<file path="src/rtl/core/psc_pkg.sv">
package psc_pkg;

  // Defaults of the top-level parameters.
  localparam int FRAC_BITS_DEFAULT = 24;
  localparam int DUTY_MAX_DEFAULT  = 100;

  // Field widths.
  localparam int GAIN_W     = 24;
  localparam int HOLD_W     = 10;
  localparam int STEP_W     = 8;
  localparam int SETPOINT_W = 12;
  localparam int PERIOD_W   = 8;
  localparam int SPEED_W    = 13;
  localparam int DUTY_W     = 7;
  localparam int DRIVE_W    = 8;

  // Speed error and gain products.
  localparam int ERR_W  = 14;
  localparam int PROD_W = ERR_W + GAIN_W + 1;

  // Saturation value of the both-buttons hold counter.
  localparam logic [HOLD_W-1:0] HOLD_SAT = '1;

  // Configuration port.
  localparam int ADDR_W = 5;
  localparam int DATA_W = 32;

  // Register reset values.
  localparam logic [GAIN_W-1:0]     KP_GAIN_RESET        = 24'd3187671;
  localparam logic [GAIN_W-1:0]     KI_GAIN_RESET        = 24'd5033;
  localparam logic [HOLD_W-1:0]     HOLD_TICKS_RESET     = 10'd200;
  localparam logic [STEP_W-1:0]     SETPOINT_STEP_RESET  = 8'd50;
  localparam logic [SETPOINT_W-1:0] SETPOINT_MAX_RESET   = 12'd1950;
  localparam logic [PERIOD_W-1:0]   DISPLAY_PERIOD_RESET = 8'd10;

  // Register indexes, taken from paddr[4:2].
  typedef enum logic [2:0] {
    REG_KP_GAIN,
    REG_KI_GAIN,
    REG_HOLD_TICKS,
    REG_SETPOINT_STEP,
    REG_SETPOINT_MAX,
    REG_DISPLAY_PERIOD
  } psc_reg_t;

  // Configuration register set.
  typedef struct packed {
    logic [GAIN_W-1:0]     kp_gain;
    logic [GAIN_W-1:0]     ki_gain;
    logic [HOLD_W-1:0]     hold_ticks;
    logic [STEP_W-1:0]     setpoint_step;
    logic [SETPOINT_W-1:0] setpoint_max;
    logic [PERIOD_W-1:0]   display_period;
  } psc_cfg_t;

  // Result of the button logic for one tick, handed to the PI stages.
  typedef struct packed {
    logic                    closed_loop;
    logic [DUTY_W-1:0]       duty_percent;
    logic [SETPOINT_W-1:0]   speed_setpoint;
    logic                    display_strobe;
    logic signed [ERR_W-1:0] err;
  } psc_tick_t;

endpackage

</file>
<file path="src/rtl/core/psc_buttons.sv">
module psc_buttons #(
  parameter int DUTY_MAX = psc_pkg::DUTY_MAX_DEFAULT
) (
  input  logic                                 clk,
  input  logic                                 rst,
  input  logic                                 load,
  input  logic                                 up_pressed,
  input  logic                                 down_pressed,
  input  logic signed [psc_pkg::SPEED_W-1:0]   measured_speed,
  input  psc_pkg::psc_cfg_t                    cfg,
  output psc_pkg::psc_tick_t                   tick
);

  localparam logic signed [8:0] DUTY_LIM = 9'(DUTY_MAX);

  // Button and display state.
  logic                              up_latch, up_latch_next;
  logic                              down_latch, down_latch_next;
  logic                              mode_bit, mode_bit_next;
  logic [psc_pkg::DUTY_W-1:0]        duty_value, duty_value_next;
  logic [psc_pkg::SETPOINT_W-1:0]    target_speed, target_speed_next;
  logic [psc_pkg::HOLD_W-1:0]        up_hold_count, up_hold_count_next;
  logic [psc_pkg::HOLD_W-1:0]        down_hold_count, down_hold_count_next;
  logic [psc_pkg::HOLD_W-1:0]        both_hold_count, both_hold_count_next;
  logic [psc_pkg::PERIOD_W-1:0]      strobe_count, strobe_count_next;
  logic                              strobe;
  logic signed [psc_pkg::ERR_W-1:0]  err;

  // Working values of one tick.
  logic                              up_release, down_release, toggle;
  logic signed [8:0]                 duty_work;
  logic signed [13:0]                target_work;
  logic [psc_pkg::HOLD_W:0]          up_run, down_run;
  logic [psc_pkg::PERIOD_W:0]        strobe_run;

  // Release detection, mode toggle, auto-step, clamping, display strobe and speed error.
  always_comb begin
    up_release      = !up_pressed && up_latch;
    down_release    = !down_pressed && down_latch;
    up_latch_next   = up_pressed;
    down_latch_next = down_pressed;

    duty_work   = $signed({2'b00, duty_value});
    target_work = $signed({2'b00, target_speed});
    if (up_release) begin
      if (mode_bit) begin
        target_work = target_work + $signed({6'd0, cfg.setpoint_step});
      end else begin
        duty_work = duty_work + 9'sd1;
      end
    end
    if (down_release) begin
      if (mode_bit) begin
        target_work = target_work - $signed({6'd0, cfg.setpoint_step});
      end else begin
        duty_work = duty_work - 9'sd1;
      end
    end

    // Both buttons held: count up to saturation, toggle when the count hits the hold length.
    toggle = 1'b0;
    if (up_pressed && down_pressed) begin
      if (both_hold_count < psc_pkg::HOLD_SAT) begin
        both_hold_count_next = both_hold_count + 1'b1;
        toggle = (both_hold_count_next == cfg.hold_ticks);
      end else begin
        both_hold_count_next = both_hold_count;
      end
    end else begin
      both_hold_count_next = '0;
    end
    mode_bit_next = mode_bit ^ toggle;
    if (toggle) begin
      duty_work   = '0;
      target_work = '0;
    end

    // Auto-step while a button is held.
    up_run   = up_pressed ? {1'b0, up_hold_count} + 1'b1 : '0;
    down_run = down_pressed ? {1'b0, down_hold_count} + 1'b1 : '0;
    if (up_run >= {1'b0, cfg.hold_ticks}) begin
      duty_work = duty_work + 9'sd1;
      up_run    = '0;
    end
    if (down_run >= {1'b0, cfg.hold_ticks}) begin
      duty_work = duty_work - 9'sd1;
      down_run  = '0;
    end
    up_hold_count_next   = up_run[psc_pkg::HOLD_W-1:0];
    down_hold_count_next = down_run[psc_pkg::HOLD_W-1:0];

    // Clamp the duty and the setpoint.
    if (duty_work < 9'sd0) begin
      duty_work = '0;
    end else if (duty_work > DUTY_LIM) begin
      duty_work = DUTY_LIM;
    end
    duty_value_next = duty_work[psc_pkg::DUTY_W-1:0];
    if (target_work < 14'sd0) begin
      target_work = '0;
    end else if (target_work > $signed({2'b00, cfg.setpoint_max})) begin
      target_work = $signed({2'b00, cfg.setpoint_max});
    end
    target_speed_next = target_work[psc_pkg::SETPOINT_W-1:0];

    // Display strobe.
    strobe     = 1'b0;
    strobe_run = {1'b0, strobe_count} + 1'b1;
    if (strobe_run >= {1'b0, cfg.display_period}) begin
      strobe     = 1'b1;
      strobe_run = '0;
    end
    strobe_count_next = strobe_run[psc_pkg::PERIOD_W-1:0];

    // Speed error against the new setpoint.
    err = $signed({2'b00, target_speed_next}) - $signed({measured_speed[psc_pkg::SPEED_W-1],
                                                         measured_speed});
  end

  // State registers advance once per tick.
  always_ff @(posedge clk) begin
    if (rst) begin
      up_latch        <= 1'b0;
      down_latch      <= 1'b0;
      mode_bit        <= 1'b0;
      duty_value      <= '0;
      target_speed    <= '0;
      up_hold_count   <= '0;
      down_hold_count <= '0;
      both_hold_count <= '0;
      strobe_count    <= '0;
    end else if (load) begin
      up_latch        <= up_latch_next;
      down_latch      <= down_latch_next;
      mode_bit        <= mode_bit_next;
      duty_value      <= duty_value_next;
      target_speed    <= target_speed_next;
      up_hold_count   <= up_hold_count_next;
      down_hold_count <= down_hold_count_next;
      both_hold_count <= both_hold_count_next;
      strobe_count    <= strobe_count_next;
    end
  end

  // Tick result register.
  always_ff @(posedge clk) begin
    if (load) begin
      tick.closed_loop    <= mode_bit_next;
      tick.duty_percent   <= duty_value_next;
      tick.speed_setpoint <= target_speed_next;
      tick.display_strobe <= strobe;
      tick.err            <= err;
    end
  end

  // The stored duty never leaves its range.
  a_duty_range: assert property (@(posedge clk) disable iff (rst)
    load |=> (duty_value <= 7'(DUTY_MAX)))
    else $error("duty above full scale");

  // The strobe counter is always below the period, or zero.
  a_strobe_count: assert property (@(posedge clk) disable iff (rst)
    load |=> (strobe_count < cfg.display_period) || (strobe_count == '0))
    else $error("strobe counter not wrapped");

endmodule

</file>
<file path="src/rtl/core/psc_pi.sv">
module psc_pi #(
  parameter int FRAC_BITS = psc_pkg::FRAC_BITS_DEFAULT,
  parameter int DUTY_MAX  = psc_pkg::DUTY_MAX_DEFAULT
) (
  input  logic                               clk,
  input  logic                               rst,
  input  logic                               load_prod,
  input  logic                               load_out,
  input  psc_pkg::psc_tick_t                 tick,
  input  logic [psc_pkg::GAIN_W-1:0]         kp_gain,
  input  logic [psc_pkg::GAIN_W-1:0]         ki_gain,
  output logic [psc_pkg::DRIVE_W-1:0]        drive_level,
  output logic                               closed_loop,
  output logic [psc_pkg::DUTY_W-1:0]         duty_percent,
  output logic [psc_pkg::SETPOINT_W-1:0]     speed_setpoint,
  output logic                               display_strobe
);

  localparam int PROD_W  = psc_pkg::PROD_W;
  localparam int INT_W   = FRAC_BITS + 12;
  localparam int WIDE_W  = (PROD_W > INT_W) ? PROD_W : INT_W;
  localparam int ACC_W   = WIDE_W + 2;
  localparam int TABLE_N = 2 ** psc_pkg::DUTY_W;
  localparam logic signed [ACC_W-1:0] LIM      = $signed(ACC_W'(64'd1024 << FRAC_BITS));
  localparam logic signed [ACC_W-1:0] FULL     = ACC_W'(255);
  localparam logic signed [ACC_W-1:0] ZERO     = '0;
  localparam logic [psc_pkg::DRIVE_W-1:0] DRIVE_FULL = '1;

  // Open-loop drive table: duty * 255 / full scale.
  logic [psc_pkg::DRIVE_W-1:0] drive_table [TABLE_N];
  for (genvar g = 0; g < TABLE_N; g++) begin : g_drive
    localparam int Raw = (g * 255) / DUTY_MAX;
    assign drive_table[g] = (Raw > 255) ? DRIVE_FULL : psc_pkg::DRIVE_W'(Raw);
  end

  // Product stage.
  logic signed [PROD_W-1:0] err_ext, kp_ext, ki_ext;
  logic signed [PROD_W-1:0] p_prod, i_prod;
  psc_pkg::psc_tick_t       tick_prod;

  assign err_ext = {{(PROD_W - psc_pkg::ERR_W){tick.err[psc_pkg::ERR_W-1]}}, tick.err};
  assign kp_ext  = $signed({{(PROD_W - psc_pkg::GAIN_W){1'b0}}, kp_gain});
  assign ki_ext  = $signed({{(PROD_W - psc_pkg::GAIN_W){1'b0}}, ki_gain});

  always_ff @(posedge clk) begin
    if (load_prod) begin
      p_prod    <= err_ext * kp_ext;
      i_prod    <= err_ext * ki_ext;
      tick_prod <= tick;
    end
  end

  // Integrator state.
  logic signed [INT_W-1:0]     integral;
  logic                        below_max;
  logic signed [ACC_W-1:0]     int_ext, int_add, int_sat, int_use, sum, whole;
  logic [psc_pkg::DRIVE_W-1:0] pi_drive, drive;

  // Conditional integration, saturation and drive selection.
  always_comb begin
    int_ext = {{(ACC_W - INT_W){integral[INT_W-1]}}, integral};
    int_add = int_ext + {{(ACC_W - PROD_W){i_prod[PROD_W-1]}}, i_prod};
    if (int_add > LIM) begin
      int_sat = LIM;
    end else if (int_add < -LIM) begin
      int_sat = -LIM;
    end else begin
      int_sat = int_add;
    end
    int_use = below_max ? int_sat : int_ext;
    sum     = {{(ACC_W - PROD_W){p_prod[PROD_W-1]}}, p_prod} + int_use;
    whole   = sum >>> FRAC_BITS;
    if (sum <= ZERO) begin
      pi_drive = '0;
    end else if (whole >= FULL) begin
      pi_drive = DRIVE_FULL;
    end else begin
      pi_drive = whole[psc_pkg::DRIVE_W-1:0];
    end
    drive = tick_prod.closed_loop ? pi_drive : drive_table[tick_prod.duty_percent];
  end

  always_ff @(posedge clk) begin
    if (rst) begin
      integral  <= '0;
      below_max <= 1'b1;
    end else if (load_out && tick_prod.closed_loop) begin
      integral  <= int_use[INT_W-1:0];
      below_max <= (pi_drive != DRIVE_FULL);
    end
  end

  // Output register.
  always_ff @(posedge clk) begin
    if (load_out) begin
      drive_level    <= drive;
      closed_loop    <= tick_prod.closed_loop;
      duty_percent   <= tick_prod.duty_percent;
      speed_setpoint <= tick_prod.speed_setpoint;
      display_strobe <= tick_prod.display_strobe;
    end
  end

  // Integration is allowed on the next tick only if this drive stayed below full.
  a_below_max: assert property (@(posedge clk) disable iff (rst)
    load_out && tick_prod.closed_loop |=> below_max == (drive_level != DRIVE_FULL))
    else $error("below_max out of step with drive");

  // The integral stays inside its saturation bounds.
  a_int_bound: assert property (@(posedge clk) disable iff (rst)
    load_out |=> ($signed({{(ACC_W - INT_W){integral[INT_W-1]}}, integral}) <= LIM) &&
                 ($signed({{(ACC_W - INT_W){integral[INT_W-1]}}, integral}) >= -LIM))
    else $error("integral beyond saturation");

endmodule

</file>
<file path="src/rtl/core/pi_speed_controller_with_buttons.sv">
// Button-operated motor speed controller, one item per millisecond tick.
// Input channel (in_valid / in_stall): button levels and measured speed of one tick.
// Output channel (out_valid / out_stall): drive byte, mode, duty, setpoint and
// display strobe for that tick. A transfer happens when valid is high and stall low.
// Configuration goes through the APB port: kp_gain at 0x00, ki_gain 0x04,
// hold_ticks 0x08, setpoint_step 0x0C, setpoint_max 0x10, display_period 0x14.
// Write registers only while the pipeline is empty.
// Path: an item passes the input register, the button-logic register, the
// gain-product register and the output register, where the PI update is done.
// Throughput: one item per cycle while out_stall stays low. The button state
// closes its loop inside the button stage and the integrator closes its loop
// inside the output stage.
// Reset clears the pipeline, the button and integrator state and loads the
// default register values. When the receiver stalls, the result is held and the
// four pipeline registers fill; in_stall rises once all of them hold items.
module pi_speed_controller_with_buttons #(
  parameter int FRAC_BITS = psc_pkg::FRAC_BITS_DEFAULT,
  parameter int DUTY_MAX  = psc_pkg::DUTY_MAX_DEFAULT
) (
  input  logic                              clk,
  input  logic                              rst,
  // Input channel
  input  logic                              in_valid,
  output logic                              in_stall,
  input  logic                              up_pressed,
  input  logic                              down_pressed,
  input  logic signed [psc_pkg::SPEED_W-1:0] measured_speed,
  // Output channel
  output logic                              out_valid,
  input  logic                              out_stall,
  output logic [psc_pkg::DRIVE_W-1:0]       drive_level,
  output logic                              closed_loop,
  output logic [psc_pkg::DUTY_W-1:0]        duty_percent,
  output logic [psc_pkg::SETPOINT_W-1:0]    speed_setpoint,
  output logic                              display_strobe,
  // Configuration port
  input  logic                              psel,
  input  logic                              penable,
  input  logic                              pwrite,
  input  logic [psc_pkg::ADDR_W-1:0]        paddr,
  input  logic [psc_pkg::DATA_W-1:0]        pwdata,
  output logic [psc_pkg::DATA_W-1:0]        prdata,
  output logic                              pready
);

  psc_pkg::psc_cfg_t cfg;
  psc_pkg::psc_reg_t reg_index;
  logic              cfg_write;

  assign pready    = 1'b1;
  assign reg_index = psc_pkg::psc_reg_t'(paddr[psc_pkg::ADDR_W-1:2]);
  assign cfg_write = psel && penable && pwrite;

  // Configuration registers.
  always_ff @(posedge clk) begin
    if (rst) begin
      cfg.kp_gain        <= psc_pkg::KP_GAIN_RESET;
      cfg.ki_gain        <= psc_pkg::KI_GAIN_RESET;
      cfg.hold_ticks     <= psc_pkg::HOLD_TICKS_RESET;
      cfg.setpoint_step  <= psc_pkg::SETPOINT_STEP_RESET;
      cfg.setpoint_max   <= psc_pkg::SETPOINT_MAX_RESET;
      cfg.display_period <= psc_pkg::DISPLAY_PERIOD_RESET;
    end else if (cfg_write) begin
      case (reg_index)
        psc_pkg::REG_KP_GAIN:        cfg.kp_gain        <= pwdata[psc_pkg::GAIN_W-1:0];
        psc_pkg::REG_KI_GAIN:        cfg.ki_gain        <= pwdata[psc_pkg::GAIN_W-1:0];
        psc_pkg::REG_HOLD_TICKS:     cfg.hold_ticks     <= pwdata[psc_pkg::HOLD_W-1:0];
        psc_pkg::REG_SETPOINT_STEP:  cfg.setpoint_step  <= pwdata[psc_pkg::STEP_W-1:0];
        psc_pkg::REG_SETPOINT_MAX:   cfg.setpoint_max   <= pwdata[psc_pkg::SETPOINT_W-1:0];
        psc_pkg::REG_DISPLAY_PERIOD: cfg.display_period <= pwdata[psc_pkg::PERIOD_W-1:0];
        default: begin
        end
      endcase
    end
  end

  // Register read-back.
  always_comb begin
    case (reg_index)
      psc_pkg::REG_KP_GAIN:        prdata = psc_pkg::DATA_W'(cfg.kp_gain);
      psc_pkg::REG_KI_GAIN:        prdata = psc_pkg::DATA_W'(cfg.ki_gain);
      psc_pkg::REG_HOLD_TICKS:     prdata = psc_pkg::DATA_W'(cfg.hold_ticks);
      psc_pkg::REG_SETPOINT_STEP:  prdata = psc_pkg::DATA_W'(cfg.setpoint_step);
      psc_pkg::REG_SETPOINT_MAX:   prdata = psc_pkg::DATA_W'(cfg.setpoint_max);
      psc_pkg::REG_DISPLAY_PERIOD: prdata = psc_pkg::DATA_W'(cfg.display_period);
      default:                     prdata = '0;
    endcase
  end

  // Pipeline flow control: a stage loads when the one ahead is empty or moving on.
  logic v0, v1, v2, v3;
  logic load0, load1, load2, load3;
  logic free0, free1, free2, free3;

  assign free3    = !v3 || !out_stall;
  assign load3    = v2 && free3;
  assign free2    = !v2 || load3;
  assign load2    = v1 && free2;
  assign free1    = !v1 || load2;
  assign load1    = v0 && free1;
  assign free0    = !v0 || load1;
  assign load0    = in_valid && free0;
  assign in_stall = !free0;
  assign out_valid = v3;

  always_ff @(posedge clk) begin
    if (rst) begin
      v0 <= 1'b0;
      v1 <= 1'b0;
      v2 <= 1'b0;
      v3 <= 1'b0;
    end else begin
      v0 <= load0 || (v0 && !load1);
      v1 <= load1 || (v1 && !load2);
      v2 <= load2 || (v2 && !load3);
      v3 <= load3 || (v3 && out_stall);
    end
  end

  // Input register.
  logic                               up_in, down_in;
  logic signed [psc_pkg::SPEED_W-1:0] speed_in;

  always_ff @(posedge clk) begin
    if (load0) begin
      up_in    <= up_pressed;
      down_in  <= down_pressed;
      speed_in <= measured_speed;
    end
  end

  psc_pkg::psc_tick_t tick;

  psc_buttons #(
    .DUTY_MAX(DUTY_MAX)
  ) u_buttons (
    .clk           (clk),
    .rst           (rst),
    .load          (load1),
    .up_pressed    (up_in),
    .down_pressed  (down_in),
    .measured_speed(speed_in),
    .cfg           (cfg),
    .tick          (tick)
  );

  psc_pi #(
    .FRAC_BITS(FRAC_BITS),
    .DUTY_MAX (DUTY_MAX)
  ) u_pi (
    .clk           (clk),
    .rst           (rst),
    .load_prod     (load2),
    .load_out      (load3),
    .tick          (tick),
    .kp_gain       (cfg.kp_gain),
    .ki_gain       (cfg.ki_gain),
    .drive_level   (drive_level),
    .closed_loop   (closed_loop),
    .duty_percent  (duty_percent),
    .speed_setpoint(speed_setpoint),
    .display_strobe(display_strobe)
  );

endmodule

</file>
<file path="config.mk">
export PLATFORM = sky130hd
export DESIGN_NAME = pi_speed_controller_with_buttons
export DESIGN_NICKNAME = d
export VERILOG_FILES = /design/src/rtl/core/psc_pkg.sv /design/src/rtl/core/psc_buttons.sv /design/src/rtl/core/psc_pi.sv /design/src/rtl/core/pi_speed_controller_with_buttons.sv
export SDC_FILE = /design/constraint.sdc
export NUM_CORES = 2
export LEC_CHECK = 0
export ABC_CLOCK_PERIOD_IN_PS = 17000
export BUFFER_PORTS_ARGS = -buffer_cell sky130_fd_sc_hd__buf_2
export CAP_MARGIN = 40
export CORE_ASPECT_RATIO = 1.25
export CORE_MARGIN = 2
export CORE_UTILIZATION = 40
export CTS_BUF_LIST = sky130_fd_sc_hd__clkbuf_16
export CTS_CLUSTER_SIZE = 20
export DETAILED_ROUTE_END_ITERATION = 7
export PLACE_DENSITY = 0.55
export SYNTH_ARGS = -nofsm -noshare
export SYNTH_HDL_FRONTEND = slang
export SYNTH_SLANG_ARGS = --single-unit
</file>
<file path="constraint.sdc">
create_clock -name clk -period 17 [get_ports clk]
set_input_delay 3.4 -clock clk [delete_from_list [all_inputs] [get_ports clk]]
set_output_delay 3.4 -clock clk [all_outputs]
set_load 0.02 [all_outputs]
</file>
**Yosys cells after proc, flatten, opt, wreduce, memory -nomap -nowiden**

Memory sizes are Yosys's and may differ from the RTL's.
Index checks and enable logic that the tools add are counted.

- Word-level logic and storage cells: 155
- Input port bits: 59
- Bits in latches: 0
- Memory bits (writable): 0
- Bits in registers: 365
- Memories: 1
- Memory bits (read-only): 1024
- Output and inout bits: 64

Memory list:

| memory | words | bits a word | rd ports | clocked after memory_dff | wr ports | RTL line | RTL |
|---|---|---|---|---|---|---|---|
| (no name shown) | 128 | 8 | 1 | 0 | 0 | psc_pi.sv:80 | `drive = tick_prod.closed_loop ? pi_drive : drive_table[tick_prod.duty_percent];` |

- Add/subtract/negate cells: 13
- Order comparisons: 13
- Equal/unequal tests: 8
- Reduce and logical (&&, ||, !) cells: 41
- Shifts and indexed selects: 0
- Divide/modulo/power cells: 0
- Multipliers: 2
- Multiplexer cells: 35
- Bitwise logic cells: 2

Operator list:

| cell | number |
|---|---|
| case mux 24 bit (6 select lines) | 1 |
| two-way mux 41 bit | 3 |
| multiplier 14 x 25 -> 39 bit | 2 |
| two-way mux 14 bit | 5 |
| two-way mux 9 bit | 7 |
| two-way mux 8 bit | 6 |
| adder 41 bit | 1 |
| > comparator 41 x 36 -> 1 bit (second input constant) | 1 |
| less-or-equal comparator 41 x 1 -> 1 bit (second input constant) | 1 |
| less-than comparator 41 x 35 -> 1 bit (second input constant) | 1 |
| adder 36 x 39 -> 40 bit | 1 |
| two-way mux 10 bit | 4 |
| two-way mux 12 bit | 2 |
| adder 10 x 1 -> 11 bit (second input constant) | 2 |
| greater-or-equal comparator 11 x 10 -> 1 bit | 2 |
| two-way mux 11 bit | 2 |
| subtractor 9 x 2 -> 9 bit (second input constant) | 2 |
| greater-or-equal comparator 17 x 9 -> 1 bit (second input constant) | 1 |
| > comparator 14 x 13 -> 1 bit | 1 |
| logical AND 1 bit | 14 |
| less-than comparator 14 x 1 -> 1 bit (second input constant) | 1 |
| two-way mux 7 bit | 2 |
| AND reduction 2 bit | 7 |
| subtractor 13 x 13 -> 14 bit | 1 |
| other kinds (23) | 44 |

**Depth between registers and ports, before layout**

- Depth after elaboration: 14
- Gate-level depth with buffers: 37
- Mapped depth without buffers: 37

**Cells and area by module**

From an unflattened synthesis, not the netlist that was laid out.

- Cell total of the unflattened synthesis: 5232
- Area total of the unflattened synthesis: 46518.4 um^2

Modules (own cells, without submodules):

| module | seq. area each (um^2) | cells an instance | instances | area an instance (um^2) |
|---|---|---|---|---|
| psc_pi | 4584.4 | 3739 | 1 | 33653.5 |
| psc_buttons | 2252.2 | 979 | 1 | 8062.7 |
| pi_speed_controller_with_buttons | 2252.2 | 514 | 1 | 4802.1 |

**Worst setup path before layout**

OpenSTA, ideal clock, no wires.

- Kind: input port to flip-flop
- Start point: input port out_stall
- End point: register u_pi.i_prod[0], enable pin
- Slack: 8458 ps
- Cell stages on the path: 2
- Path buffers: 0
- Data required time: 16431 ps
- Data arrival time: 7972 ps
- Setup time: 569 ps
- Cells stage by stage: and3_1 nor2b_1

- Longest elaborated chain between the ends: 5

Ends and longest elaborated chain:

| element | RTL line | RTL |
|---|---|---|
| start: declaration | pi_speed_controller_with_buttons.sv:30 | `input logic out_stall,` |
| zero test 1 bit | pi_speed_controller_with_buttons.sv:95 | `assign free3 = !v3 \|\| !out_stall;` |
| logical OR 1 bit | pi_speed_controller_with_buttons.sv:95 |  |
| logical AND 1 bit | pi_speed_controller_with_buttons.sv:96 | `assign load3 = v2 && free3;` |
| logical OR 1 bit | pi_speed_controller_with_buttons.sv:97 | `assign free2 = !v2 \|\| load3;` |
| logical AND 1 bit | pi_speed_controller_with_buttons.sv:98 | `assign load2 = v1 && free2;` |
| named net load2 | pi_speed_controller_with_buttons.sv:92 | `logic load0, load1, load2, load3;` |
| end signal: assignment | psc_pi.sv:48 | `i_prod <= err_ext * ki_ext;` |
| end: declaration | psc_pi.sv:38 | `logic signed [PROD_W-1:0] p_prod, i_prod;` |

The timed path passes the listed nets, and every way through them passes these cells.
A chain may end at the register's enable or synchronous reset.

**Final worst setup path**

- Start point: register up_in
- End point: register, netlist name u_buttons.tick[13]

- Longest elaborated chain between the ends: 11
- Elaborated cells between the ends (all ways): 14
- Classes of those cells: add/sub (2); order compare (2); mux (7); reduce/logical (3)

Ends and longest elaborated chain:

| element | RTL line | RTL |
|---|---|---|
| start: declaration | pi_speed_controller_with_buttons.sv:121 | `logic up_in, down_in;` |
| start signal: assignment | pi_speed_controller_with_buttons.sv:126 | `up_in <= up_pressed;` |
| zero test 1 bit | psc_buttons.sv:38 | `up_release = !up_pressed && up_latch;` |
| logical AND 1 bit | psc_buttons.sv:38 |  |
| two-way mux 14 bit | psc_buttons.sv:45 | `if (up_release) begin` |
| subtractor 14 x 9 -> 14 bit | psc_buttons.sv:54 | `target_work = target_work - $signed({6'd0, cfg.setpoint_step});` |
| two-way mux 14 bit | psc_buttons.sv:53 | `if (mode_bit) begin` |
| two-way mux 14 bit | psc_buttons.sv:52 | `if (down_release) begin` |
| two-way mux 14 bit * | psc_buttons.sv:73 | `if (toggle) begin` |
| > comparator 14 x 13 -> 1 bit | psc_buttons.sv:101 | `end else if (target_work > $signed({2'b00, cfg.setpoint_max})) begin` |
| two-way mux 12 bit | psc_buttons.sv:101 |  |
| two-way mux 12 bit * | psc_buttons.sv:99 | `if (target_work < 14'sd0) begin` |
| named net u_buttons.target_work[1] | psc_buttons.sv:32 | `logic signed [13:0] target_work;` |
| subtractor 13 x 13 -> 14 bit * | psc_buttons.sv:116 | `err = $signed({2'b00, target_speed_next}) - $signed({measured_speed[psc_pkg::SPEED_W-1],` |
| named net u_buttons.err (one bit) | psc_buttons.sv:27 | `logic signed [psc_pkg::ERR_W-1:0] err;` |

The timed path passes the listed nets; every way through them passes the cells marked *.

==> metrics.cfg <==
[clock_network]
htreeDepth=2
ctsRootBufferMaster=clkbuf_16
clk_path_buf_depth=3
cts_setup_buffers=0
clock_latency_ps=610
cts_tree=done
cts_made_buffers=44
cts_hold_buf=0
cts_resized=0
cts_sinks=365
clk_pin_slew_ps=60

[synth]
synth_area_per_cell_um2=8.765
syn-instance-count=5259
synth_edf_count=178
yosysMostFrequentCell=nand2_1
synth_area_leaders=fa_1, edfxtp_1, ha_1
yosysSeqAreaShare_pct=19.72
ys_async_sr_fraction_pct=0
ys_ff_latch=365
synth.cells.most_frequent=nand2_1, inv_1, fa_1
ys_types=104
yosys.area.top_type=fa_1
ys_warn_count=0
synth_flop_cell=dfxtp_1
synth_top_area_share_pct=22.97
syn-cell-area_um2=46100

[timing]
rsz0062_at_grt=no
fin_tns_setup_ps=0
slew_headroom_pct=38.94
fin_ws_ps=7803
final-hold-violation-count=0
min_period_over_period_pct=54.10
final.setup_skew_ps=28.47
setup_violations=0
period_minus_slack_ps=9198
drv_slew=0
worst_slew_pin_slew_ps=914.6
max_freq_mhz=108.7

[placed_design]
dp_hpwl_um=106400
dp_worst_setup_slack_ps=7886
io_buffers=103
place_area_um2=48240
place_congestion=0.8971

[status]
outcome=finished, final reports clean

[global_route]
use_met1_pct=27.70
track_usage_pct=22.68
grt_pass1_wl_um=211100
grt_max_degree=72
grt_util_met2_pct=41.29
grt_pass1_vias=37730
met3_usage_pct=1.947
antenna_found_initial=7
gr-total-overflow=0
grt.busiest_layer=met2

[die]
ios=123
initial_core_util_pct=40.22
die_area_um2=118000
die_w_um=307.6
num_rows=139
die_h_um=383.5
core_area_um2=114600

[setup_path]
crit_slowest_cell=edfxtp_1
worstSetupPathType=reg2reg
max_stage_delay_ps=740
worstPathRequired_ps=17420
arrival_ps=9620
cp-end-kind=flip-flop
reg2reg_depth=34
reg2reg_to=u_buttons.tick[13]
critPathMaxFanout=18
start_kind=flip-flop
regToRegSetupSlack_ps=7800
rr_startpoint=up_in
cpMostUsedCell=o21ai_0

[detailed_routing]
ant_nets=0
wire_per_inst_um=19.72
vias=36950
drc=0
drt_iter0_drc=2146
dr.pass1.iters=7
routed_wl_um=133000
vias_per_cell=5.478

[min_path]
hp-start=u_pi.tick_prod[20]
hp-class=reg2reg
min_to=u_pi.speed_setpoint[5]
hold_path_depth=0

[final_layout]
design_area_um2=49690
final_util_pct=43.36
nNetsFinal=6238
syn_to_final_growth_pct=7.798
drive_above_1_share_pct=5.851

[power_and_ir_drop]
leakagePower_uw=0.02228
ir_worst_vdd_uv=177.0
power_density_nw_per_um2=118.5

[flow_run]
max_cap_violations=0

logic make-up after synthesis:
group           Yosys count  share of synthesized area (%)
xor+xnor                178                          3.431
fa+ha+maj               952                          34.45
buf+inv                 875                          7.293
other cells               2                        0.01629
simple gates           1786                          18.70
flops                   365                          19.72
mux                      85                          1.943
compound gates         1016                          14.45
layout make-up:
cell class	count	area [um^2]
inverter	604	2267
sequential	365	9089
clock buffer	44	1101
timing repair buffer	187	1313
multi-input combinational	4026	33720
clock inverter	38	345.3
fill	11370	64920
tap	1480	1852
antenna	1	2.502
flip-flops by register name, summed over array words and instances, names as in the netlist, 7 cells and up:
signal / cells
u_buttons.duty_value: 7
speed_in: 13
u_buttons.target_speed: 12
u_buttons.down_hold_count: 10
u_pi.p_prod: 39
u_buttons.tick: 35
cfg: 86
u_pi.speed_setpoint: 12
u_pi.duty_percent: 7
u_buttons.strobe_count: 8
u_pi.drive_level: 8
u_buttons.up_hold_count: 10
u_pi.i_prod: 39
u_pi.tick_prod: 21
u_buttons.both_hold_count: 10
u_pi.integral: 36
critical path, delay by kind of cell, from the launching register on:
kind	cells	cell delay (ps)
XOR/XNOR	1	190
buffers and inverters	1	60
multiplexers	2	870
flip-flops	1	740
AO/OA/AOI/OAI	16	3430
adder cells (fa/ha/maj)	4	1220
AND/OR/NAND/NOR	10	2490
power breakdown:
part,internal [uW],leakage [uW],switching [uW],total (uW)
clock network,551,0.000732,406,957
registers,1150,0.00316,76.8,1230
logic,1500,0.0184,2200,3700
total,3210,0.0223,2680,5890
cells in the final DEF (no fill, tap or decap), types with 104 or more instances in the layout:
cell type / Yosys / final
a21oi_1: 299 / 299
and2_1: 294 / 294
buf_2: 11 / 104
dfxtp_1: 187 / 187
edfxtp_1: 178 / 178
fa_1: 529 / 529
ha_1: 422 / 422
inv_1: 600 / 611
nand2_1: 750 / 750
nand3_1: 128 / 128
nor2_1: 247 / 246
o21ai_0: 174 / 174
xnor2_1: 112 / 112
worst max path at each step:
stage / start / end / slack, ps / depth (start not counted)
after global placement: u_pi.i_prod[0] / u_pi.drive_level[2] / 7850 / 28
after detailed placement: up_in / u_buttons.tick[13] / 7890 / 34
final: up_in / u_buttons.tick[13] / 7800 / 34
after CTS: up_in / u_buttons.tick[13] / 7830 / 34
after global routing: up_in / u_buttons.tick[13] / 6910 / 34
after floorplan: out_stall / u_pi.i_prod[0] / 8460 / 2
routing by layer:
layer  routed length [um]  share of wire [%]
met3                 5132                3.9
met2                67620                 51
met4                 5503                4.1
met5                   13             0.0098
met1                54720                 41
per-stage QoR:
stage	std cells	hold slack (ps)	power, uW
after global routing	6744	426.7	6432
after detailed placement	6662	404.5	4925
after CTS	6744	418.6	5914
after global placement	6639	402.9	4877
final	6745	415.8	5887
after floorplan	5266	400.3	3903
No activity file was read; power rests on OpenSTA's default activity.
